**src/rtl/core/sasp_pkg.sv**
```systemverilog
// ----------------------------------------------------------------------------
// sasp_pkg
// Shared types and constants of the socket address string parser.
// ----------------------------------------------------------------------------
package sasp_pkg;

   // Host name buffer size; a host name must be shorter than this (2..256).
   localparam int HOST_BUFFER_BYTES = 256;
   localparam int HOST_COUNT_BITS   = $clog2(HOST_BUFFER_BYTES + 1);

   // Queue between front and back; depth must be a power of two.
   localparam int QUEUE_DEPTH      = 2;
   localparam int QUEUE_PTR_BITS   = (QUEUE_DEPTH > 1) ? $clog2(QUEUE_DEPTH) : 1;
   localparam int QUEUE_COUNT_BITS = $clog2(QUEUE_DEPTH + 1);

   localparam logic [7:0] CHAR_COLON = 8'h3A;
   localparam logic [7:0] CHAR_DOT   = 8'h2E;
   localparam logic [7:0] CHAR_SPACE = 8'h20;
   localparam logic [7:0] CHAR_PLUS  = 8'h2B;
   localparam logic [7:0] CHAR_MINUS = 8'h2D;
   localparam logic [7:0] CHAR_TAB   = 8'h09;
   localparam logic [7:0] CHAR_CR    = 8'h0D;
   localparam logic [7:0] CHAR_LOWER_X = 8'h78;
   localparam logic [7:0] CHAR_UPPER_X = 8'h58;

   localparam logic [8:0]  OCTET_MAX = 9'd255;
   localparam logic [8:0]  OCTET_SAT = 9'd256;
   localparam logic [16:0] PORT_MAX  = 17'd65535;
   localparam logic [16:0] PORT_SAT  = 17'd65536;

   // Radix codes
   localparam logic [1:0] RADIX_DEC = 2'd0;
   localparam logic [1:0] RADIX_OCT = 2'd1;
   localparam logic [1:0] RADIX_HEX = 2'd2;

   // Octet sub-phase codes
   localparam logic [1:0] SUB_START  = 2'd0;
   localparam logic [1:0] SUB_ZERO   = 2'd1;
   localparam logic [1:0] SUB_XPFX   = 2'd2;
   localparam logic [1:0] SUB_DIGITS = 2'd3;

   // Dotted reading outcome codes
   localparam logic [1:0] OUT_PENDING = 2'd0;
   localparam logic [1:0] OUT_FAILED  = 2'd1;
   localparam logic [1:0] OUT_OK      = 2'd2;
   localparam logic [1:0] OUT_BAD     = 2'd3;

   // Port phase codes
   localparam logic [2:0] PP_BEFORE = 3'd0;
   localparam logic [2:0] PP_SPACE  = 3'd1;
   localparam logic [2:0] PP_SIGN   = 3'd2;
   localparam logic [2:0] PP_ZERO   = 3'd3;
   localparam logic [2:0] PP_XPFX   = 3'd4;
   localparam logic [2:0] PP_DIGITS = 3'd5;

   // Result status codes
   localparam logic [1:0] STATUS_INVALID = 2'd0;
   localparam logic [1:0] STATUS_DOTTED  = 2'd1;
   localparam logic [1:0] STATUS_HOST    = 2'd2;

   // Classified byte as handed from front to back
   typedef struct packed {
      logic [3:0] digit;      // hex digit value, valid when is_hex
      logic       is_hex;
      logic       is_x;
      logic       is_colon;
      logic       is_dot;
      logic       is_end;
      logic       is_space;
      logic       is_plus;
      logic       is_minus;
   } char_class_type;

endpackage

```
**src/rtl/core/socket_address_string_parser.sv**
```systemverilog
// ----------------------------------------------------------------------------
// socket_address_string_parser
// Parses "a.b.c.d[:port]" or "host[:port]" one byte per item.
// ----------------------------------------------------------------------------
//  channel | direction | handshake          | payload
//  req     | in        | req_valid/req_stall | req_char_code[7:0]
//  rsp     | out       | rsp_valid/rsp_stall | status, octet_a..d, port_given,
//          |           |                     | port_number, host_length
//
//  One byte per cycle while no zero byte waits on rsp_stall; a zero byte
//  yields a result the cycle after the back end takes it from the two-entry
//  queue. Front classifies bytes and pushes them into the queue; the back end
//  updates the parser state and holds one result register.
//  req_stall rises only when the queue is full; the back end keeps taking
//  non-terminating bytes while a result waits on rsp_stall.
//  Synchronous reset clears the queue, the parser state and rsp_valid.
// ----------------------------------------------------------------------------
module socket_address_string_parser (
   input  logic        clock,
   input  logic        reset,
   input  logic        req_valid,
   output logic        req_stall,
   input  logic [7:0]  req_char_code,
   output logic        rsp_valid,
   input  logic        rsp_stall,
   output logic [1:0]  rsp_status,
   output logic [7:0]  rsp_octet_a,
   output logic [7:0]  rsp_octet_b,
   output logic [7:0]  rsp_octet_c,
   output logic [7:0]  rsp_octet_d,
   output logic        rsp_port_given,
   output logic [15:0] rsp_port_number,
   output logic [7:0]  rsp_host_length
);

   logic                     queue_full, push, pop, head_valid;
   sasp_pkg::char_class_type push_class, head_class;

   sasp_front u_front (
      .req_valid     (req_valid),
      .req_char_code (req_char_code),
      .req_stall     (req_stall),
      .queue_full    (queue_full),
      .push          (push),
      .push_class    (push_class)
   );

   sasp_queue u_queue (
      .clock      (clock),
      .reset      (reset),
      .push       (push),
      .push_class (push_class),
      .pop        (pop),
      .full       (queue_full),
      .head_valid (head_valid),
      .head_class (head_class)
   );

   sasp_back u_back (
      .clock           (clock),
      .reset           (reset),
      .head_valid      (head_valid),
      .head_class      (head_class),
      .pop             (pop),
      .rsp_valid       (rsp_valid),
      .rsp_stall       (rsp_stall),
      .rsp_status      (rsp_status),
      .rsp_octet_a     (rsp_octet_a),
      .rsp_octet_b     (rsp_octet_b),
      .rsp_octet_c     (rsp_octet_c),
      .rsp_octet_d     (rsp_octet_d),
      .rsp_port_given  (rsp_port_given),
      .rsp_port_number (rsp_port_number),
      .rsp_host_length (rsp_host_length)
   );

endmodule

```
**src/rtl/core/sasp_front.sv**
```systemverilog
// ----------------------------------------------------------------------------
// sasp_front
// Accepts string bytes and classifies them for the parser back end.
// ----------------------------------------------------------------------------
module sasp_front (
   input  logic                           req_valid,
   input  logic [7:0]                     req_char_code,
   output logic                           req_stall,
   input  logic                           queue_full,
   output logic                           push,
   output sasp_pkg::char_class_type       push_class
);

   logic [7:0] c;

   assign c         = req_char_code;
   assign req_stall = queue_full;
   assign push      = req_valid && !queue_full;

   always_comb begin
      push_class        = '0;
      if (c >= 8'h30 && c <= 8'h39) begin
         push_class.is_hex = 1'b1;
         push_class.digit  = 4'(c - 8'h30);
      end else if (c >= 8'h61 && c <= 8'h66) begin
         push_class.is_hex = 1'b1;
         push_class.digit  = 4'(c - 8'h57);
      end else if (c >= 8'h41 && c <= 8'h46) begin
         push_class.is_hex = 1'b1;
         push_class.digit  = 4'(c - 8'h37);
      end
      push_class.is_x     = (c == sasp_pkg::CHAR_LOWER_X) || (c == sasp_pkg::CHAR_UPPER_X);
      push_class.is_colon = (c == sasp_pkg::CHAR_COLON);
      push_class.is_dot   = (c == sasp_pkg::CHAR_DOT);
      push_class.is_end   = (c == 8'h00);
      push_class.is_space = (c == sasp_pkg::CHAR_SPACE) ||
                            (c >= sasp_pkg::CHAR_TAB && c <= sasp_pkg::CHAR_CR);
      push_class.is_plus  = (c == sasp_pkg::CHAR_PLUS);
      push_class.is_minus = (c == sasp_pkg::CHAR_MINUS);
   end

endmodule

```
**src/rtl/core/sasp_queue.sv**
```systemverilog
// ----------------------------------------------------------------------------
// sasp_queue
// Short FIFO of classified bytes between front and back.
// ----------------------------------------------------------------------------
module sasp_queue (
   input  logic                                   clock,
   input  logic                                   reset,
   input  logic                                   push,
   input  sasp_pkg::char_class_type               push_class,
   input  logic                                   pop,
   output logic                                   full,
   output logic                                   head_valid,
   output sasp_pkg::char_class_type               head_class
);

   sasp_pkg::char_class_type                    entry_ff [sasp_pkg::QUEUE_DEPTH];
   logic [sasp_pkg::QUEUE_PTR_BITS-1:0]         wr_ptr_ff, wr_ptr_in;
   logic [sasp_pkg::QUEUE_PTR_BITS-1:0]         rd_ptr_ff, rd_ptr_in;
   logic [sasp_pkg::QUEUE_COUNT_BITS-1:0]       count_ff, count_in;
   logic                                        do_push, do_pop;

   assign full       = (count_ff == sasp_pkg::QUEUE_COUNT_BITS'(sasp_pkg::QUEUE_DEPTH));
   assign head_valid = (count_ff != '0);
   assign head_class = entry_ff[rd_ptr_ff];
   assign do_push    = push && !full;
   assign do_pop     = pop && head_valid;

   always_comb begin
      wr_ptr_in = do_push ? wr_ptr_ff + 1'b1 : wr_ptr_ff;
      rd_ptr_in = do_pop  ? rd_ptr_ff + 1'b1 : rd_ptr_ff;
      count_in  = count_ff;
      if (do_push && !do_pop) begin
         count_in = count_ff + 1'b1;
      end else if (do_pop && !do_push) begin
         count_in = count_ff - 1'b1;
      end
   end

   always_ff @(posedge clock) begin
      if (reset) begin
         wr_ptr_ff <= '0;
         rd_ptr_ff <= '0;
         count_ff  <= '0;
      end else begin
         wr_ptr_ff <= wr_ptr_in;
         rd_ptr_ff <= rd_ptr_in;
         count_ff  <= count_in;
      end
   end

   always_ff @(posedge clock) begin
      if (do_push) begin
         entry_ff[wr_ptr_ff] <= push_class;
      end
   end

endmodule

```
**src/rtl/core/sasp_back.sv**
```systemverilog
// ----------------------------------------------------------------------------
// sasp_back
// Dotted address, host name and port parsing; holds the result register.
// ----------------------------------------------------------------------------
module sasp_back (
   input  logic                           clock,
   input  logic                           reset,
   input  logic                           head_valid,
   input  sasp_pkg::char_class_type       head_class,
   output logic                           pop,
   output logic                           rsp_valid,
   input  logic                           rsp_stall,
   output logic [1:0]                     rsp_status,
   output logic [7:0]                     rsp_octet_a,
   output logic [7:0]                     rsp_octet_b,
   output logic [7:0]                     rsp_octet_c,
   output logic [7:0]                     rsp_octet_d,
   output logic                           rsp_port_given,
   output logic [15:0]                    rsp_port_number,
   output logic [7:0]                     rsp_host_length
);

   localparam int HCB = sasp_pkg::HOST_COUNT_BITS;

   sasp_pkg::char_class_type cls;

   // parser state
   logic [1:0]     oct_idx_ff, oct_idx_in;
   logic [1:0]     oct_sub_ff, oct_sub_in;
   logic [1:0]     outcome_ff, outcome_in;
   logic [1:0]     oct_radix_ff, oct_radix_in;
   logic [8:0]     oct_acc_ff, oct_acc_in;
   logic [7:0]     store_ff [4];
   logic [7:0]     store_in [4];
   logic [HCB-1:0] host_count_ff, host_count_in;
   logic [2:0]     port_phase_ff, port_phase_in;
   logic [1:0]     port_radix_ff, port_radix_in;
   logic           port_neg_ff, port_neg_in;
   logic [16:0]    port_acc_ff, port_acc_in;
   logic           failed_ff, failed_in;

   // result register
   logic           rsp_valid_ff, rsp_valid_in;
   logic [1:0]     status_ff;
   logic [7:0]     octet_ff [4];
   logic           given_ff;
   logic [15:0]    port_ff;
   logic [7:0]     hlen_ff;

   logic           out_free, load_result;
   logic [1:0]     res_status;
   logic           res_given;
   logic [15:0]    res_port;
   logic [7:0]     res_hlen;
   logic           has_colon, port_ok, close_now, port_first;

   logic           oct_digit_ok, port_digit_ok;
   logic [12:0]    oct_mac;
   logic [20:0]    port_mac;

   assign cls         = head_class;
   assign out_free    = !rsp_valid_ff || !rsp_stall;
   assign pop         = head_valid && (!head_class.is_end || out_free);
   assign load_result = pop && cls.is_end;

   // digit within radix
   always_comb begin
      case (oct_radix_ff)
         sasp_pkg::RADIX_OCT: oct_digit_ok = cls.is_hex && (cls.digit < 4'd8);
         sasp_pkg::RADIX_HEX: oct_digit_ok = cls.is_hex;
         default:             oct_digit_ok = cls.is_hex && (cls.digit < 4'd10);
      endcase
      case (port_radix_ff)
         sasp_pkg::RADIX_OCT: port_digit_ok = cls.is_hex && (cls.digit < 4'd8);
         sasp_pkg::RADIX_HEX: port_digit_ok = cls.is_hex;
         default:             port_digit_ok = cls.is_hex && (cls.digit < 4'd10);
      endcase
   end

   // accumulate: acc * radix + digit, radix by shifts
   always_comb begin
      case (oct_radix_ff)
         sasp_pkg::RADIX_OCT: oct_mac = {1'b0, oct_acc_ff, 3'b0};
         sasp_pkg::RADIX_HEX: oct_mac = {oct_acc_ff, 4'b0};
         default:             oct_mac = {1'b0, oct_acc_ff, 3'b0} + {3'b0, oct_acc_ff, 1'b0};
      endcase
      oct_mac = oct_mac + 13'(cls.digit);
      case (port_radix_ff)
         sasp_pkg::RADIX_OCT: port_mac = {1'b0, port_acc_ff, 3'b0};
         sasp_pkg::RADIX_HEX: port_mac = {port_acc_ff, 4'b0};
         default:             port_mac = {1'b0, port_acc_ff, 3'b0} + {3'b0, port_acc_ff, 1'b0};
      endcase
      port_mac = port_mac + 21'(cls.digit);
   end

   always_comb begin
      oct_idx_in    = oct_idx_ff;
      oct_sub_in    = oct_sub_ff;
      outcome_in    = outcome_ff;
      oct_radix_in  = oct_radix_ff;
      oct_acc_in    = oct_acc_ff;
      for (int k = 0; k < 4; k++) store_in[k] = store_ff[k];
      host_count_in = host_count_ff;
      port_phase_in = port_phase_ff;
      port_radix_in = port_radix_ff;
      port_neg_in   = port_neg_ff;
      port_acc_in   = port_acc_ff;
      failed_in     = failed_ff;
      close_now     = 1'b0;
      port_first    = 1'b0;
      has_colon     = 1'b0;
      port_ok       = 1'b0;
      res_status    = sasp_pkg::STATUS_INVALID;
      res_given     = 1'b0;
      res_port      = '0;
      res_hlen      = '0;

      if (pop) begin
         // dotted address reading
         if (outcome_ff == sasp_pkg::OUT_PENDING) begin
            case (oct_sub_ff)
               sasp_pkg::SUB_START: begin
                  if (cls.is_hex && cls.digit < 4'd10) begin
                     oct_acc_in   = 9'(cls.digit);
                     oct_radix_in = sasp_pkg::RADIX_DEC;
                     oct_sub_in   = (cls.digit == 4'd0) ? sasp_pkg::SUB_ZERO
                                                        : sasp_pkg::SUB_DIGITS;
                  end else begin
                     outcome_in = sasp_pkg::OUT_FAILED;
                  end
               end
               sasp_pkg::SUB_ZERO: begin
                  if (cls.is_x) begin
                     oct_sub_in = sasp_pkg::SUB_XPFX;
                  end else if (cls.is_hex && cls.digit < 4'd8) begin
                     oct_radix_in = sasp_pkg::RADIX_OCT;
                     oct_acc_in   = 9'(cls.digit);
                     oct_sub_in   = sasp_pkg::SUB_DIGITS;
                  end else begin
                     close_now = 1'b1;
                  end
               end
               sasp_pkg::SUB_XPFX: begin
                  if (cls.is_hex) begin
                     oct_radix_in = sasp_pkg::RADIX_HEX;
                     oct_acc_in   = 9'(cls.digit);
                     oct_sub_in   = sasp_pkg::SUB_DIGITS;
                  end else begin
                     outcome_in = (oct_idx_ff != 2'd3) ? sasp_pkg::OUT_FAILED
                                                       : sasp_pkg::OUT_BAD;
                  end
               end
               default: begin
                  if (oct_digit_ok) begin
                     oct_acc_in = (oct_mac > 13'(sasp_pkg::OCTET_SAT)) ?
                                  sasp_pkg::OCTET_SAT : oct_mac[8:0];
                  end else begin
                     close_now = 1'b1;
                  end
               end
            endcase

            if (close_now) begin
               if (oct_acc_ff > sasp_pkg::OCTET_MAX) begin
                  outcome_in = sasp_pkg::OUT_FAILED;
               end else begin
                  store_in[oct_idx_ff] = oct_acc_ff[7:0];
                  if (oct_idx_ff != 2'd3) begin
                     if (cls.is_dot) begin
                        oct_idx_in   = oct_idx_ff + 2'd1;
                        oct_sub_in   = sasp_pkg::SUB_START;
                        oct_acc_in   = '0;
                        oct_radix_in = sasp_pkg::RADIX_DEC;
                     end else begin
                        outcome_in = sasp_pkg::OUT_FAILED;
                     end
                  end else begin
                     outcome_in = (cls.is_colon || cls.is_end) ? sasp_pkg::OUT_OK
                                                               : sasp_pkg::OUT_BAD;
                  end
               end
            end
         end

         if (!cls.is_end) begin
            if (port_phase_ff == sasp_pkg::PP_BEFORE) begin
               if (cls.is_colon) begin
                  port_phase_in = sasp_pkg::PP_SPACE;
               end else if (host_count_ff < HCB'(sasp_pkg::HOST_BUFFER_BYTES)) begin
                  host_count_in = host_count_ff + 1'b1;
               end
            end else if (!failed_ff) begin
               case (port_phase_ff)
                  sasp_pkg::PP_SPACE: begin
                     if (cls.is_space) begin
                        port_phase_in = port_phase_ff;
                     end else if (cls.is_plus) begin
                        port_phase_in = sasp_pkg::PP_SIGN;
                     end else if (cls.is_minus) begin
                        port_neg_in   = 1'b1;
                        port_phase_in = sasp_pkg::PP_SIGN;
                     end else begin
                        port_first = 1'b1;
                     end
                  end
                  sasp_pkg::PP_SIGN: port_first = 1'b1;
                  sasp_pkg::PP_ZERO: begin
                     if (cls.is_x) begin
                        port_phase_in = sasp_pkg::PP_XPFX;
                     end else if (cls.is_hex && cls.digit < 4'd8) begin
                        port_radix_in = sasp_pkg::RADIX_OCT;
                        port_acc_in   = 17'(cls.digit);
                        port_phase_in = sasp_pkg::PP_DIGITS;
                     end else begin
                        failed_in = 1'b1;
                     end
                  end
                  sasp_pkg::PP_XPFX: begin
                     if (cls.is_hex) begin
                        port_radix_in = sasp_pkg::RADIX_HEX;
                        port_acc_in   = 17'(cls.digit);
                        port_phase_in = sasp_pkg::PP_DIGITS;
                     end else begin
                        failed_in = 1'b1;
                     end
                  end
                  default: begin
                     if (port_digit_ok) begin
                        port_acc_in = (port_mac > 21'(sasp_pkg::PORT_SAT)) ?
                                      sasp_pkg::PORT_SAT : port_mac[16:0];
                     end else begin
                        failed_in = 1'b1;
                     end
                  end
               endcase

               // first character of the number after whitespace or sign
               if (port_first) begin
                  if (cls.is_hex && cls.digit == 4'd0) begin
                     port_acc_in   = '0;
                     port_phase_in = sasp_pkg::PP_ZERO;
                  end else if (cls.is_hex && cls.digit < 4'd10) begin
                     port_radix_in = sasp_pkg::RADIX_DEC;
                     port_acc_in   = 17'(cls.digit);
                     port_phase_in = sasp_pkg::PP_DIGITS;
                  end else begin
                     failed_in = 1'b1;
                  end
               end
            end
         end else begin
            has_colon = (port_phase_ff != sasp_pkg::PP_BEFORE);
            port_ok   = has_colon && !failed_ff &&
                        (port_phase_ff == sasp_pkg::PP_ZERO ||
                         port_phase_ff == sasp_pkg::PP_DIGITS) &&
                        (!port_neg_ff || port_acc_ff == '0) &&
                        (port_acc_ff <= sasp_pkg::PORT_MAX);

            if (outcome_in == sasp_pkg::OUT_OK) begin
               if (!has_colon || port_ok) res_status = sasp_pkg::STATUS_DOTTED;
            end else if (outcome_in == sasp_pkg::OUT_FAILED) begin
               if (host_count_ff != '0 &&
                   host_count_ff < HCB'(sasp_pkg::HOST_BUFFER_BYTES) &&
                   (!has_colon || port_ok)) begin
                  res_status = sasp_pkg::STATUS_HOST;
                  res_hlen   = 8'(host_count_ff);
               end
            end
            if (res_status != sasp_pkg::STATUS_INVALID && has_colon) begin
               res_given = 1'b1;
               res_port  = port_acc_ff[15:0];
            end

            // clear for the next string
            oct_idx_in    = '0;
            oct_sub_in    = sasp_pkg::SUB_START;
            outcome_in    = sasp_pkg::OUT_PENDING;
            oct_radix_in  = sasp_pkg::RADIX_DEC;
            oct_acc_in    = '0;
            host_count_in = '0;
            port_phase_in = sasp_pkg::PP_BEFORE;
            port_radix_in = sasp_pkg::RADIX_DEC;
            port_neg_in   = 1'b0;
            port_acc_in   = '0;
            failed_in     = 1'b0;
         end
      end
   end

   always_comb begin
      rsp_valid_in = rsp_valid_ff;
      if (load_result) begin
         rsp_valid_in = 1'b1;
      end else if (!rsp_stall) begin
         rsp_valid_in = 1'b0;
      end
   end

   always_ff @(posedge clock) begin
      if (reset) begin
         oct_idx_ff    <= '0;
         oct_sub_ff    <= sasp_pkg::SUB_START;
         outcome_ff    <= sasp_pkg::OUT_PENDING;
         oct_radix_ff  <= sasp_pkg::RADIX_DEC;
         oct_acc_ff    <= '0;
         for (int k = 0; k < 4; k++) store_ff[k] <= '0;
         host_count_ff <= '0;
         port_phase_ff <= sasp_pkg::PP_BEFORE;
         port_radix_ff <= sasp_pkg::RADIX_DEC;
         port_neg_ff   <= 1'b0;
         port_acc_ff   <= '0;
         failed_ff     <= 1'b0;
         rsp_valid_ff  <= 1'b0;
      end else begin
         oct_idx_ff    <= oct_idx_in;
         oct_sub_ff    <= oct_sub_in;
         outcome_ff    <= outcome_in;
         oct_radix_ff  <= oct_radix_in;
         oct_acc_ff    <= oct_acc_in;
         // stored octets are read only with an OK outcome, so they clear lazily
         for (int k = 0; k < 4; k++) store_ff[k] <= store_in[k];
         host_count_ff <= host_count_in;
         port_phase_ff <= port_phase_in;
         port_radix_ff <= port_radix_in;
         port_neg_ff   <= port_neg_in;
         port_acc_ff   <= port_acc_in;
         failed_ff     <= failed_in;
         rsp_valid_ff  <= rsp_valid_in;
      end
   end

   always_ff @(posedge clock) begin
      if (load_result) begin
         status_ff <= res_status;
         for (int k = 0; k < 4; k++) begin
            octet_ff[k] <= (res_status == sasp_pkg::STATUS_DOTTED) ? store_in[k] : 8'd0;
         end
         given_ff  <= res_given;
         port_ff   <= res_port;
         hlen_ff   <= res_hlen;
      end
   end

   assign rsp_valid       = rsp_valid_ff;
   assign rsp_status      = status_ff;
   assign rsp_octet_a     = octet_ff[0];
   assign rsp_octet_b     = octet_ff[1];
   assign rsp_octet_c     = octet_ff[2];
   assign rsp_octet_d     = octet_ff[3];
   assign rsp_port_given  = given_ff;
   assign rsp_port_number = port_ff;
   assign rsp_host_length = hlen_ff;

   // a terminator leaves the parser cleared
   a_clear_after_end: assert property (@(posedge clock) disable iff (reset)
      load_result |=> (outcome_ff == sasp_pkg::OUT_PENDING &&
                       port_phase_ff == sasp_pkg::PP_BEFORE &&
                       host_count_ff == '0 && !failed_ff))
      else $error("parser state not cleared after end of string");

   a_invalid_zero: assert property (@(posedge clock) disable iff (reset)
      (rsp_valid && rsp_status == sasp_pkg::STATUS_INVALID) |->
         (!rsp_port_given && rsp_port_number == '0 && rsp_host_length == '0 &&
          rsp_octet_a == '0 && rsp_octet_d == '0))
      else $error("invalid result carries nonzero fields");

   a_host_len: assert property (@(posedge clock) disable iff (reset)
      (rsp_valid && rsp_status == sasp_pkg::STATUS_HOST) |->
         (rsp_host_length != '0 && rsp_octet_a == '0 && rsp_octet_b == '0))
      else $error("host name result malformed");

   a_acc_bounds: assert property (@(posedge clock) disable iff (reset)
      (oct_acc_ff <= sasp_pkg::OCTET_SAT && port_acc_ff <= sasp_pkg::PORT_SAT &&
       host_count_ff <= HCB'(sasp_pkg::HOST_BUFFER_BYTES)))
      else $error("accumulator beyond saturation");

endmodule
```
**config.mk**
```make
export PLATFORM = sky130hd
export DESIGN_NAME = socket_address_string_parser
export DESIGN_NICKNAME = d
export VERILOG_FILES = /design/src/rtl/core/sasp_pkg.sv /design/src/rtl/core/socket_address_string_parser.sv /design/src/rtl/core/sasp_front.sv /design/src/rtl/core/sasp_queue.sv /design/src/rtl/core/sasp_back.sv
export SDC_FILE = /design/constraint.sdc
export NUM_CORES = 1
export LEC_CHECK = 0
export BUFFER_PORTS_ARGS = -buffer_cell sky130_fd_sc_hd__buf_2
export CAP_MARGIN = 20
export CORE_MARGIN = 2
export CORE_UTILIZATION = 60
export CTS_BUF_LIST = sky130_fd_sc_hd__clkbuf_4 sky130_fd_sc_hd__clkbuf_8
export DETAILED_ROUTE_END_ITERATION = 16
export HOLD_SLACK_MARGIN = 0.03
export PLACE_DENSITY = 0.87
export SYNTH_ARGS = -nofsm -noshare
export SYNTH_HDL_FRONTEND = slang
export SYNTH_SLANG_ARGS = --single-unit
```
**constraint.sdc**
```tcl
create_clock -name clock -period 12.5 [get_ports clock]
set_input_delay 1.25 -clock clock [delete_from_list [all_inputs] [get_ports clock]]
set_output_delay 1.25 -clock clock [all_outputs]
set_load 0.01 [all_outputs]
```
==> results of run 1 <==
==> synth_stat cells (all sizes together), types with 8 or more instances <==
| master | number | area share (%) |
|---|---|---|
| o211ai | 12 | 0.86 |
| inv | 44 | 1.6 |
| xnor2 | 25 | 2.1 |
| and2 | 29 | 1.7 |
| ha | 44 | 5.2 |
| and3 | 10 | 0.60 |
| nand2 | 110 | 4.0 |
| buf | 19 | 0.96 |
| a211oi | 9 | 0.69 |
| a21o | 8 | 0.57 |
| nand3 | 19 | 0.91 |
| dfxtp | 88 | 17 |
| clkbuf | 47 | 1.7 |
| a31oi | 15 | 0.89 |
| a22oi | 10 | 0.71 |
| nand2b | 13 | 0.77 |
| mux2i | 48 | 4.6 |
| o21ai | 76 | 4.0 |
| nor3 | 30 | 1.5 |
| nor4 | 11 | 0.94 |
| xor2 | 17 | 1.4 |
| or2 | 8 | 0.48 |
| a21oi | 89 | 4.3 |
| edfxtp | 83 | 24 |
| nor2 | 163 | 5.8 |
| nand4 | 13 | 0.77 |
| a221oi | 12 | 1.1 |
==> sequential cells by signal, summed over array words and instances (netlist names), 2 cells and up, named ones only <==
name / cells
u_back.octet_ff: 32
u_back.rsp_status: 2
u_back.oct_radix_ff: 2
u_back.rsp_port_number: 16
u_back.oct_acc_ff: 9
u_back.port_phase_ff: 3
u_back.port_acc_ff: 17
u_back.store_ff: 32
u_back.rsp_host_length: 8
u_back.oct_idx_ff: 2
u_back.outcome_ff: 2
u_back.port_radix_ff: 2
u_queue.entry_ff: 24
u_queue.count_ff: 2
u_back.oct_sub_ff: 2
u_back.host_count_ff: 9
==> power groups by stage <==
stage / Combinational, mW / Sequential, mW / Clock, mW
finish: 0.514 / 0.739 / 0.411
global route: 0.571 / 0.751 / 0.437
CTS: 0.507 / 0.740 / 0.417
detailed placement: 0.502 / 0.752 / 0
global placement: 0.494 / 0.747 / 0
floorplan: 0.356 / 0.746 / 0
==> layer usage <==
layer  share of wire (%)  track usage [%]
met1                  43             35.1
met3                 6.5             5.29
met5                   0                0
met2                  48             45.4
met4                 2.8             12.0
==> kinds of logic (layout without fill, tap and decap cells) <==
family | count (synthesis) | count (layout)
fa+ha+maj | 52 | 52
compound gates | 304 | 304
flops | 171 | 171
mux | 55 | 55
buf+inv | 110 | 153
xor+xnor | 42 | 42
simple gates | 445 | 445
==> final cells by class <==
type,count,area [um2],share of cell area (%)
multi-input cells,898,5810,51.3
inverters,44,165,1.46
flip-flops and latches,171,4250,37.6
clock buffers,18,248,2.19
repair buffers,77,395,3.49
clock inverters,14,171,1.51
well taps,225,282,2.49
==> worst reg2reg max path, cell delays in order (launching register included) <==
cell,delay (ps)
dfxtp_1,880
mux2i_1,710
inv_1,320
ha_1,430
a21oi_1,100
nand3b_1,260
nor3_2,380
nand4_1,170
xnor2_1,260
nand4_1,160
o311ai_2,410
o2111ai_2,520
o21ai_0,330
==> per-stage QoR <==
step | hold slack (ps) | std cells | setup WS, ps
after floorplan | 437 | 1179 | 8230
after global placement | 465 | 1414 | 7880
after detailed placement | 471 | 1414 | 7620
after CTS | 486 | 1446 | 7590
after global routing | 523 | 1447 | 7110
final | 484 | 1447 | 7500
==> path summary, 6_finish.rpt <==
check	start	endpoint	cells after the start
max reg2reg	flop	u_back.port_acc_ff[14]$_SDFFE_PP0P_	12
min	u_back.port_radix_ff[0]$_SDFFE_PP0P_	u_back.port_radix_ff[0]$_SDFFE_PP0P_	2
max	flop	u_back.port_acc_ff[14]$_SDFFE_PP0P_	12
min reg2reg	u_back.port_radix_ff[0]$_SDFFE_PP0P_	u_back.port_radix_ff[0]$_SDFFE_PP0P_	2
==> layout by cell type, fill, tap and decap left out, drive strengths merged, types with 7 or more instances in the layout <==
master / netlist / layout
inv: 44 / 54
a21oi: 89 / 89
a21o: 8 / 8
nand3: 19 / 19
mux2: 7 / 7
or3: 7 / 7
o211ai: 12 / 12
edfxtp: 83 / 83
o21ai: 76 / 76
and3: 10 / 10
a31oi: 15 / 15
a22oi: 10 / 10
a221oi: 12 / 12
mux2i: 48 / 48
and2: 29 / 29
nand2: 110 / 110
buf: 19 / 77
or2: 8 / 8
ha: 44 / 44
o21bai: 7 / 7
xnor2: 25 / 25
xor2: 17 / 17
nor4: 11 / 11
nor3: 30 / 30
nand4: 13 / 13
nand2b: 13 / 13
nor2: 163 / 163
dfxtp: 88 / 88
a211oi: 9 / 9
clkbuf: 47 / 18
and4: 7 / 7
==> flow_metrics.env, run 1 <==
export IMPL_cp_max_fo=20
export IMPL_synth_xor_area_share_pct=3.50
export IMPL_cp_slowest_cell="dfxtp_1"
export IMPL_p_total_mw=1.67
export IMPL_cts_root_buf="clkbuf_8"
export IMPL_die_area_mm2=0.0186
export IMPL_startpoint_type="flop"
export IMPL_p_per_area_mw_per_mm2=147
export IMPL_critPathMostFrequentCell="nand4_1"
export IMPL_post_cts_buffers=0
export IMPL_hold_viol_final=0
export IMPL_p_clk_share_pct=24.7
export IMPL_min_period_over_period_pct=40.0
export IMPL_reg2reg_slack_ps=7500
export IMPL_synth_main_ff_cell="dfxtp_1"
export IMPL_area_delta_synth_final_pct=7.77
export IMPL_swShare_pct=37.3
export IMPL_drtIter0Drc=666
export IMPL_synth_compound_area_share_pct=19.7
export IMPL_cts_tree="yes"
export IMPL_ant_nets=0
export IMPL_io_pins=73
export IMPL_worst_setup_path_type="reg -> reg"
export IMPL_coreArea_mm2=0.0172
export IMPL_htree_num_levels=4
export IMPL_drive_gt1_share_pct=12.8
export IMPL_track_usage_pct=27.5
export IMPL_postLayoutCoreUtil_pct=65.7
export IMPL_cp_slowest_stage_delay_ps=880
export IMPL_worstMarginPinSlew_ps=969
export IMPL_path_cells="mux2i_1, inv_1, ha_1, a21oi_1, nand3b_1, nor3_2, nand4_1, xnor2_1, nand4_1, o311ai_2, o2111ai_2, o21ai_0"
export IMPL_synth_adder_area_share_pct=6.38
export IMPL_required_ps=12890
export IMPL_vias_per_cell=6.25
export IMPL_maxSlewViolCount=0
export IMPL_clk_insertion_delay_late_ps=480
export IMPL_final_cell_area_mm2=0.0113
export IMPL_drv_cap=0
export IMPL_power_switching_mw=0.621
export IMPL_floorplan_initialDensity_pct=60.9
export IMPL_seqPwrFrac_pct=44.4
export IMPL_dieWidth_um=136
export IMPL_dp_hpwl_um=18000
export IMPL_async_flop_share_pct=0
export IMPL_leakagePower_nw=4.23
export IMPL_cts_num_sinks=171
export IMPL_slew_headroom_pct=34.9
export IMPL_cp_top_family="compound AO/OA/AOI/OAI gates"
export IMPL_grt_max_degree=61
export IMPL_intPower_mw=1.04
export IMPL_ys_seq_area_share_pct=40.5
export IMPL_finalSetupViolCount=0
export IMPL_first_pass_iters=6
export IMPL_synth_edf_count=83
export IMPL_hp_class="reg -> reg"
export IMPL_placed_area_mm2=0.0109
export IMPL_synth_avg_cell_area_um2=8.91
export IMPL_crit_buf_inv=1
export IMPL_synthSimpleGateAreaFrac_pct=20.4
export IMPL_finalClockSkew_ps=15.1
export IMPL_crit_path_end_kind="flop"
export IMPL_drc_errors=0
export IMPL_yosys_register_bits=171
export IMPL_synth_area_mm2=0.0105
export IMPL_numCtsBuffers=17
export IMPL_grt_pass1_wl_um=40800
export IMPL_yosys_cell_types_count=87
export IMPL_synth_top_family_by_area="simple AND/OR/NAND/NOR gates"
export IMPL_cp_arrival_ps=5400
export IMPL_syn_inst=1179
export IMPL_clk_path_buf_depth=2
export IMPL_clk_pin_slew_ps=100
export IMPL_n_antenna_cell=0
export IMPL_rsz0062_at_grt="no"
export IMPL_fin_crit_ps=5000
export IMPL_antenna_found_initial=0
export IMPL_p_comb_share_pct=30.9
export IMPL_ctsHoldBuffers=0
export IMPL_wl_per_cell_um=17.2
export IMPL_synthMuxAreaShare_pct=5.32
export IMPL_grt_pass1_vias=8511
export IMPL_die_y_um=136
export IMPL_num_fill_cells=1396
export IMPL_yosys_warnings=0
export IMPL_portBuffers=72
export IMPL_place_congestion=0.969
export IMPL_status="finished, final reports clean"
export IMPL_fmax_ghz=0.200
export IMPL_num_vias=9047
export IMPL_setup_tns_ps=0
export IMPL_synth_net_count=1239
export IMPL_rows=48
export IMPL_peakVddDrop_mv=0.0934
export IMPL_grt_overflow=0
export IMPL_final_nets=1269
export IMPL_post_cts_resized=0
export IMPL_drt_total_wl_um=24900
Note: power is estimated with default switching activity, not from simulation.
==> run 2: changes to the inputs <==
--- a/config.mk
+++ b/config.mk
@@ -5,6 +5,7 @@
 export SDC_FILE = /design/constraint.sdc
 export NUM_CORES = 1
 export LEC_CHECK = 0
+export ABC_AREA = 1
 export BUFFER_PORTS_ARGS = -buffer_cell sky130_fd_sc_hd__buf_2
 export CAP_MARGIN = 20
 export CORE_MARGIN = 2
==> constraint.sdc (replaced) <==
create_clock -name clock -period 5 [get_ports clock]
set_input_delay 0.5 -clock clock [delete_from_list [all_inputs] [get_ports clock]]
set_output_delay 0.5 -clock clock [all_outputs]
set_load 0.01 [all_outputs]
==> run 2 against run 1 <==
Compared with the run above: non-clock buffer count fell by 1; cell area rose by 6.3%; via count rose by 16%; critical path type unchanged; setup slack got worse by 6300 ps; first-iteration DRC count rose by 69%.
==> flow_metrics.env, run 2 <==
export IMPL_status="finished, final reports clean"
export IMPL_numCtsBuffers=17
export IMPL_post_cts_buffers=0
export IMPL_post_cts_resized=0
export IMPL_cp_max_fo=33
export IMPL_rsz0062_at_grt="no"
export IMPL_seqPwrFrac_pct=32.6
export IMPL_r2r_start="u_back.port_radix_ff[0]$_SDFFE_PP0P_"
export IMPL_yosys_register_bits=171
export IMPL_num_vias=10500
export IMPL_r2r_end="u_back.port_acc_ff[15]$_SDFFE_PP0P_"
export IMPL_maxSlewViolCount=0
export IMPL_startpoint_type="flop"
export IMPL_cp_arrival_ps=4200
export IMPL_yosysTopAreaCell="edfxtp_1"
export IMPL_num_fill_cells=1506
export IMPL_grt_pass1_vias=9809
export IMPL_fmax_ghz=0.263
export IMPL_swShare_pct=48.1
export IMPL_rows=49
export IMPL_reg2reg_slack_ps=1200
export IMPL_coreArea_mm2=0.0181
export IMPL_final_common_cell="nand2_1"
export IMPL_min_delay_path_depth=3
export IMPL_cts_num_sinks=171
export IMPL_hp_class="in -> reg"
export IMPL_drive_gt1_share_pct=14.5
export IMPL_ant_nets=0
export IMPL_synth_area_mm2=0.0111
export IMPL_first_pass_iters=7
export IMPL_die_y_um=140
export IMPL_min_period_over_period_pct=75.9
export IMPL_p_per_area_mw_per_mm2=494
export IMPL_yosysMostFrequentCell="nand2_1"
export IMPL_async_flop_share_pct=0
export IMPL_die_area_mm2=0.0197
export IMPL_setup_tns_ps=0
export IMPL_hp_start="rsp_stall"
export IMPL_clk_insertion_delay_late_ps=480
export IMPL_p_clk_share_pct=17.1
export IMPL_synth_edf_count=83
export IMPL_reg_top3="u_back.octet_ff x32, u_back.store_ff x32, u_queue.entry_ff x24"
export IMPL_wl_per_cell_um=15.3
export IMPL_synth_avg_cell_area_um2=7.35
export IMPL_hold_viol_final=0
export IMPL_place_congestion=0.963
export IMPL_intPower_mw=3.09
export IMPL_r2r_cells=25
export IMPL_portBuffers=72
export IMPL_finalClockSkew_ps=12.9
export IMPL_fin_crit_ps=3800
export IMPL_htree_num_levels=4
export IMPL_slew_headroom_pct=34.2
export IMPL_finalSetupViolCount=0
export IMPL_worst_setup_path_type="reg -> reg"
export IMPL_floorplan_initialDensity_pct=61.6
export IMPL_n_antenna_cell=0
export IMPL_crit_path_end_kind="flop"
export IMPL_p_comb_share_pct=50.3
export IMPL_ys_seq_area_share_pct=38.2
export IMPL_postLayoutCoreUtil_pct=66.5
export IMPL_grt_overflow=0
export IMPL_required_ps=5410
export IMPL_ctsHoldBuffers=0
export IMPL_worstMarginPinSlew_ps=983
export IMPL_p_total_mw=5.94
export IMPL_vias_per_cell=5.78
export IMPL_grt_max_degree=62
export IMPL_clk_path_buf_depth=2
export IMPL_yosys_cell_types_count=59
export IMPL_final_nets=1636
export IMPL_drv_cap=0
export IMPL_synthTopCellsByArea="edfxtp_1, dfxtp_1, nand2_1, nor2_1, a21oi_1"
export IMPL_power_switching_mw=2.86
export IMPL_synth_main_ff_cell="dfxtp_1"
export IMPL_synth_top_area_share_pct=22.4
export IMPL_synth_net_count=1576
export IMPL_leakagePower_nw=4.91
export IMPL_cts_root_buf="clkbuf_8"
export IMPL_syn_inst=1516
export IMPL_drtIter0Drc=1127
export IMPL_area_delta_synth_final_pct=8.04
export IMPL_placed_cells=1785
export IMPL_track_usage_pct=28.6
export IMPL_dp_hpwl_um=20400
export IMPL_yosys_warnings=0
export IMPL_grt_pass1_wl_um=45700
export IMPL_worst_hold_slack_ps=288
export IMPL_dieWidth_um=140
export IMPL_drc_errors=0
export IMPL_layout_common_cells="nand2_1, nor2_1, inv_1"
export IMPL_antenna_found_initial=0
export IMPL_drt_total_wl_um=27800
export IMPL_hold_path_end="u_back.rsp_valid$_SDFFE_PP0P_"
export IMPL_cts_tree="yes"
export IMPL_clk_pin_slew_ps=100
export IMPL_peakVddDrop_mv=0.428
export IMPL_fin_cells=1818
export IMPL_io_pins=73
export IMPL_synth_top_cells_by_count="nand2_1, nor2_1, inv_1, a21oi_1"
==> run 2: cell types whose count changed after synthesis, moves of 26 or more <==
cell and change:
nand2_2 +27, a21oi_1 +52, mux2i_1 -46, inv_1 +138
and2_1 -28, nand2_1 +189, nor2_1 +47, nand3_1 +69
clkbuf_1 -26
==> run 2: worst max-delay path by stage <==
| stage | from | cells past startpoint | slack [ps] | endpoint |
|---|---|---|---|---|
| 6_report | u_back.port_radix_ff[0]$_SDFFE_PP0P_ | 25 | 1200 | u_back.port_acc_ff[15]$_SDFFE_PP0P_ |
| 5_1_grt | u_back.port_radix_ff[0]$_SDFFE_PP0P_ | 25 | 780 | u_back.port_acc_ff[13]$_SDFFE_PP0P_ |
| 4_1_cts | u_back.port_radix_ff[0]$_SDFFE_PP0P_ | 25 | 1260 | u_back.port_acc_ff[8]$_SDFFE_PP0P_ |
| 3_5_place_dp | u_back.port_radix_ff[0]$_SDFFE_PP0P_ | 25 | 1300 | u_back.port_acc_ff[8]$_SDFFE_PP0P_ |
| 3_3_place_gp | u_back.port_radix_ff[0]$_SDFFE_PP0P_ | 24 | 1390 | u_back.port_acc_ff[16]$_SDFFE_PP0P_ |
| 2_1_floorplan | flop | 12 | 1160 | u_back.oct_acc_ff[4]$_SDFFE_PP0P_ |
==> run 2: layout make-up <==
cell class / count / area (um2) / share of cell area [%]
Clock buffer: 17 / 234 / 1.94
Clock inverter: 15 / 176 / 1.47
Inverter: 211 / 797 / 6.62
Multi-Input combinational cell: 1099 / 5900 / 49.0
Sequential cell: 171 / 4250 / 35.3
Tap cell: 229 / 287 / 2.38
Timing Repair Buffer: 76 / 390 / 3.24
==> run 2: cells by family (layout without fill, tap and decap cells) <==
logic type | after synthesis | count (layout) | synth area share [%]
AO/OA/AOI/OAI | 307 | 307 | 15.9
XOR/XNOR | 12 | 12 | 0.944
adder cells (fa/ha/maj) | 48 | 48 | 5.66
buffers and inverters | 246 | 319 | 8.94
flip-flops | 171 | 171 | 38.2
multiplexers | 2 | 2 | 0.180
AND/OR/NAND/NOR | 730 | 730 | 30.2
==> run 2: metrics by stage <==
step,setup slack [ps],cell area (um2)
3_5_place_dp,1300,11600
3_3_place_gp,1390,11600
4_1_cts,1260,12000
5_1_grt,778,12000
2_1_floorplan,1160,11100
6_report,1200,12000
==> run 2: worst max-delay path: stages (launching register included) <==
cell	delay [ps]
dfxtp_1	370
inv_1	80
ha_1	370
buf_4	370
nand2_1	90
inv_1	70
ha_1	180
fa_1	220
nand2_1	60
nand2_1	70
nand3_2	90
nor2_1	140
nand2_1	90
nor2_1	130
nand2_1	80
nor2_2	130
nand2_2	100
nand2_1	80
nand3_1	70
nor2_1	100
nand3_1	80
nand2_2	140
nand3_4	180
o21ai_1	190
nand3_1	100
a21oi_2	130
==> run 2: per-layer routing <==
| metal | global-route usage, % | share of wire, % | vias to the layer above | routed length, um |
|---|---|---|---|---|
| li1 | - | - | 5196 | - |
| met1 | 35.8 | 42 | 4779 | 11600 |
| met2 | 49.0 | 48 | 455 | 13300 |
| met3 | 5.23 | 7.6 | 74 | 2110 |
| met4 | 11.4 | 2.7 | 0 | 756 |
| met5 | 0 | 0 | - | 0 |
==> run 2: power groups by stage <==
| stage | Combinational, mW | Sequential (mW) | Clock [mW] |
|---|---|---|---|
| 3_5_place_dp | 2.91 | 1.96 | 0 |
| 4_1_cts | 2.93 | 1.93 | 1.02 |
| 6_report | 2.99 | 1.94 | 1.02 |
| 2_1_floorplan | 2.21 | 1.94 | 0 |
| 5_1_grt | 3.33 | 1.96 | 1.08 |
| 3_3_place_gp | 2.85 | 1.95 | 0 |
==> run 3: changes to the inputs <==
==> constraint.sdc (replaced) <==
create_clock -name clock -period 3.6 [get_ports clock]
set_input_delay 0.36 -clock clock [delete_from_list [all_inputs] [get_ports clock]]
set_output_delay 0.36 -clock clock [all_outputs]
set_load 0.01 [all_outputs]
==> run 3 against run 2 <==
Compared with the run above: cell area rose by 3.4%; highest routed layer unchanged; flip-flop and latch count is the same; combinational power grew 51%; first-iteration DRC count is 6.5% higher; sequential power up 37%; routed wire length grew 5.1%.
==> flow_metrics.env, run 3 (synthesis gave the netlist of run 2 again) <==
export IMPL_seqPwrFrac_pct=30.2
export IMPL_power_switching_mw=4.12
export IMPL_leakagePower_nw=5.09
export IMPL_drtIter0Drc=1200
export IMPL_drive_gt1_share_pct=17.1
export IMPL_clk_insertion_delay_late_ps=470
export IMPL_cp_slowest_stage_delay_ps=350
export IMPL_finalClockSkew_ps=12.6
export IMPL_rows=49
export IMPL_dieWidth_um=140
export IMPL_portBuffers=72
export IMPL_crit_cells=24
export IMPL_die_y_um=140
export IMPL_final_nets=1663
export IMPL_reg_top3="u_back.octet_ff x32, u_back.store_ff x32, u_queue.entry_ff x24"
export IMPL_placed_cells=1807
export IMPL_ant_nets=0
export IMPL_min_period_over_period_pct=94.9
export IMPL_worst_setup_path_type="reg -> reg"
export IMPL_num_vias=10800
export IMPL_vias_per_cell=5.86
export IMPL_drc_errors=0
export IMPL_p_comb_share_pct=51.0
export IMPL_placed_area_mm2=0.0118
export IMPL_p_total_mw=8.82
export IMPL_hp_class="in -> reg"
export IMPL_p_per_area_mw_per_mm2=709
export IMPL_startpoint_type="flop"
export IMPL_cts_tree="yes"
export IMPL_dp_hpwl_um=21100
export IMPL_crit_path_end_kind="flop"
export IMPL_io_pins=73
export IMPL_maxSlewViolCount=0
export IMPL_final_common_cell="nand2_1"
export IMPL_grt_overflow=0
export IMPL_htree_num_levels=4
export IMPL_status="finished, final reports clean"
export IMPL_peakVddDrop_mv=0.661
export IMPL_clk_pin_slew_ps=90
export IMPL_fin_cells=1845
export IMPL_cp_slowest_cell="fa_2"
export IMPL_drv_cap=0
export IMPL_finalSetupViolCount=0
export IMPL_r2r_cells=24
export IMPL_cts_root_buf="clkbuf_8"
export IMPL_cp_top_family="simple AND/OR/NAND/NOR gates"
export IMPL_numCtsBuffers=17
export IMPL_post_place_ws_ps=95.8
export IMPL_intPower_mw=4.70
export IMPL_worstMarginPinSlew_ps=1010
export IMPL_path_cells="inv_1, ha_4, buf_4, nand2_1, inv_1, ha_2, fa_2, xnor2_1, nand3_1, nor2_1, nand3_1, nor2_1, nand2_1, nor2_1, nand3_1, nor2_1, nand3_2, nand2_4, nand4_1, nand2_1, nand2_1, nand2_1, nand2_1, a21oi_1"
export IMPL_min_delay_path_depth=3
export IMPL_finalWorstSetupSlack_ps=184
export IMPL_coreArea_mm2=0.0181
export IMPL_cp_arrival_ps=3800
export IMPL_cp_max_fo=6
export IMPL_fmax_ghz=0.293
export IMPL_required_ps=3990
export IMPL_swShare_pct=46.7
export IMPL_clk_path_buf_depth=2
export IMPL_slew_headroom_pct=32.7
export IMPL_n_antenna_cell=0
export IMPL_area_delta_synth_final_pct=11.7
export IMPL_die_area_mm2=0.0197
export IMPL_grt_pass1_vias=10100
export IMPL_layout_common_cells="nand2_1, nor2_1, inv_1"
export IMPL_worst_hold_slack_ps=157
export IMPL_critPathMostFrequentCell="nand2_1"
export IMPL_floorplan_initialDensity_pct=61.6
export IMPL_wl_per_cell_um=15.8
export IMPL_cts_num_sinks=171
export IMPL_first_pass_iters=6
export IMPL_p_clk_share_pct=18.8
export IMPL_place_congestion=1.01
export IMPL_hold_viol_final=0
export IMPL_final_cell_area_mm2=0.0124
export IMPL_drt_total_wl_um=29200
export IMPL_grt_max_degree=61
export IMPL_track_usage_pct=29.8
export IMPL_crit_buf_inv=3
export IMPL_antenna_found_initial=0
export IMPL_fin_crit_ps=3420
export IMPL_grt_pass1_wl_um=47800
run 3: stage by stage:
stage,util (%),setup TNS (ps)
floorplan,-,0
global placement,65.1,0
detailed placement,65.1,0
CTS,67.9,0
global route,68.8,-1180
finish,68.8,0
run 3: area by class of cell:
| cell class | count | area (um2) |
|---|---|---|
| inverter | 211 | 797 |
| tap | 229 | 287 |
| clock inverter | 15 | 262 |
| fill | 1457 | 5650 |
| clock buffer | 17 | 234 |
| multi-input combinational | 1101 | 6020 |
| timing repair buffer | 101 | 578 |
| sequential | 171 | 4260 |
run 3: worst paths after layout:
check	startpoint	to	slack, ps
max reg2reg	u_back.port_radix_ff[0]$_SDFFE_PP0P_	u_back.port_acc_ff[1]$_SDFFE_PP0P_	180
min reg2reg	u_back.port_radix_ff[0]$_SDFFE_PP0P_	u_back.port_radix_ff[0]$_SDFFE_PP0P_	480
max	u_back.port_radix_ff[0]$_SDFFE_PP0P_	u_back.port_acc_ff[1]$_SDFFE_PP0P_	180
min	rsp_stall	u_back.rsp_valid$_SDFFE_PP0P_	160
run 3: power groups by stage:
stage	clock network [mW]	logic, mW	registers [mW]
2_1_floorplan	0	3.08	2.68
3_3_place_gp	0	4.12	2.68
3_5_place_dp	0	4.20	2.69
4_1_cts	1.67	4.24	2.65
5_1_grt	1.74	4.97	2.69
6_report	1.66	4.50	2.66
run 3: timing repair:
| action | in CTS | in global routing |
|---|---|---|
| buffers inserted | 0 | 3 |
| setup endpoints to repair | 0 | 26 |
| resized for setup | 0 | 30 |
| hold buffers | 0 | 0 |
run 3: worst min-delay path, stage by stage:
cell and delay, ps:
buf_2 90, nand2_1 70, a21oi_1 60
run 3: per-layer routing:
metal | part of all wire (%) | up-vias | GRT usage [%] | wire length [um]
met5 | 0 | - | 0 | 0
met3 | 8.0 | 109 | 5.37 | 2340
met1 | 41 | 4952 | 37.1 | 11900
met2 | 47 | 510 | 49.9 | 13600
li1 | - | 5240 | - | -
met4 | 4.5 | 0 | 15.4 | 1320
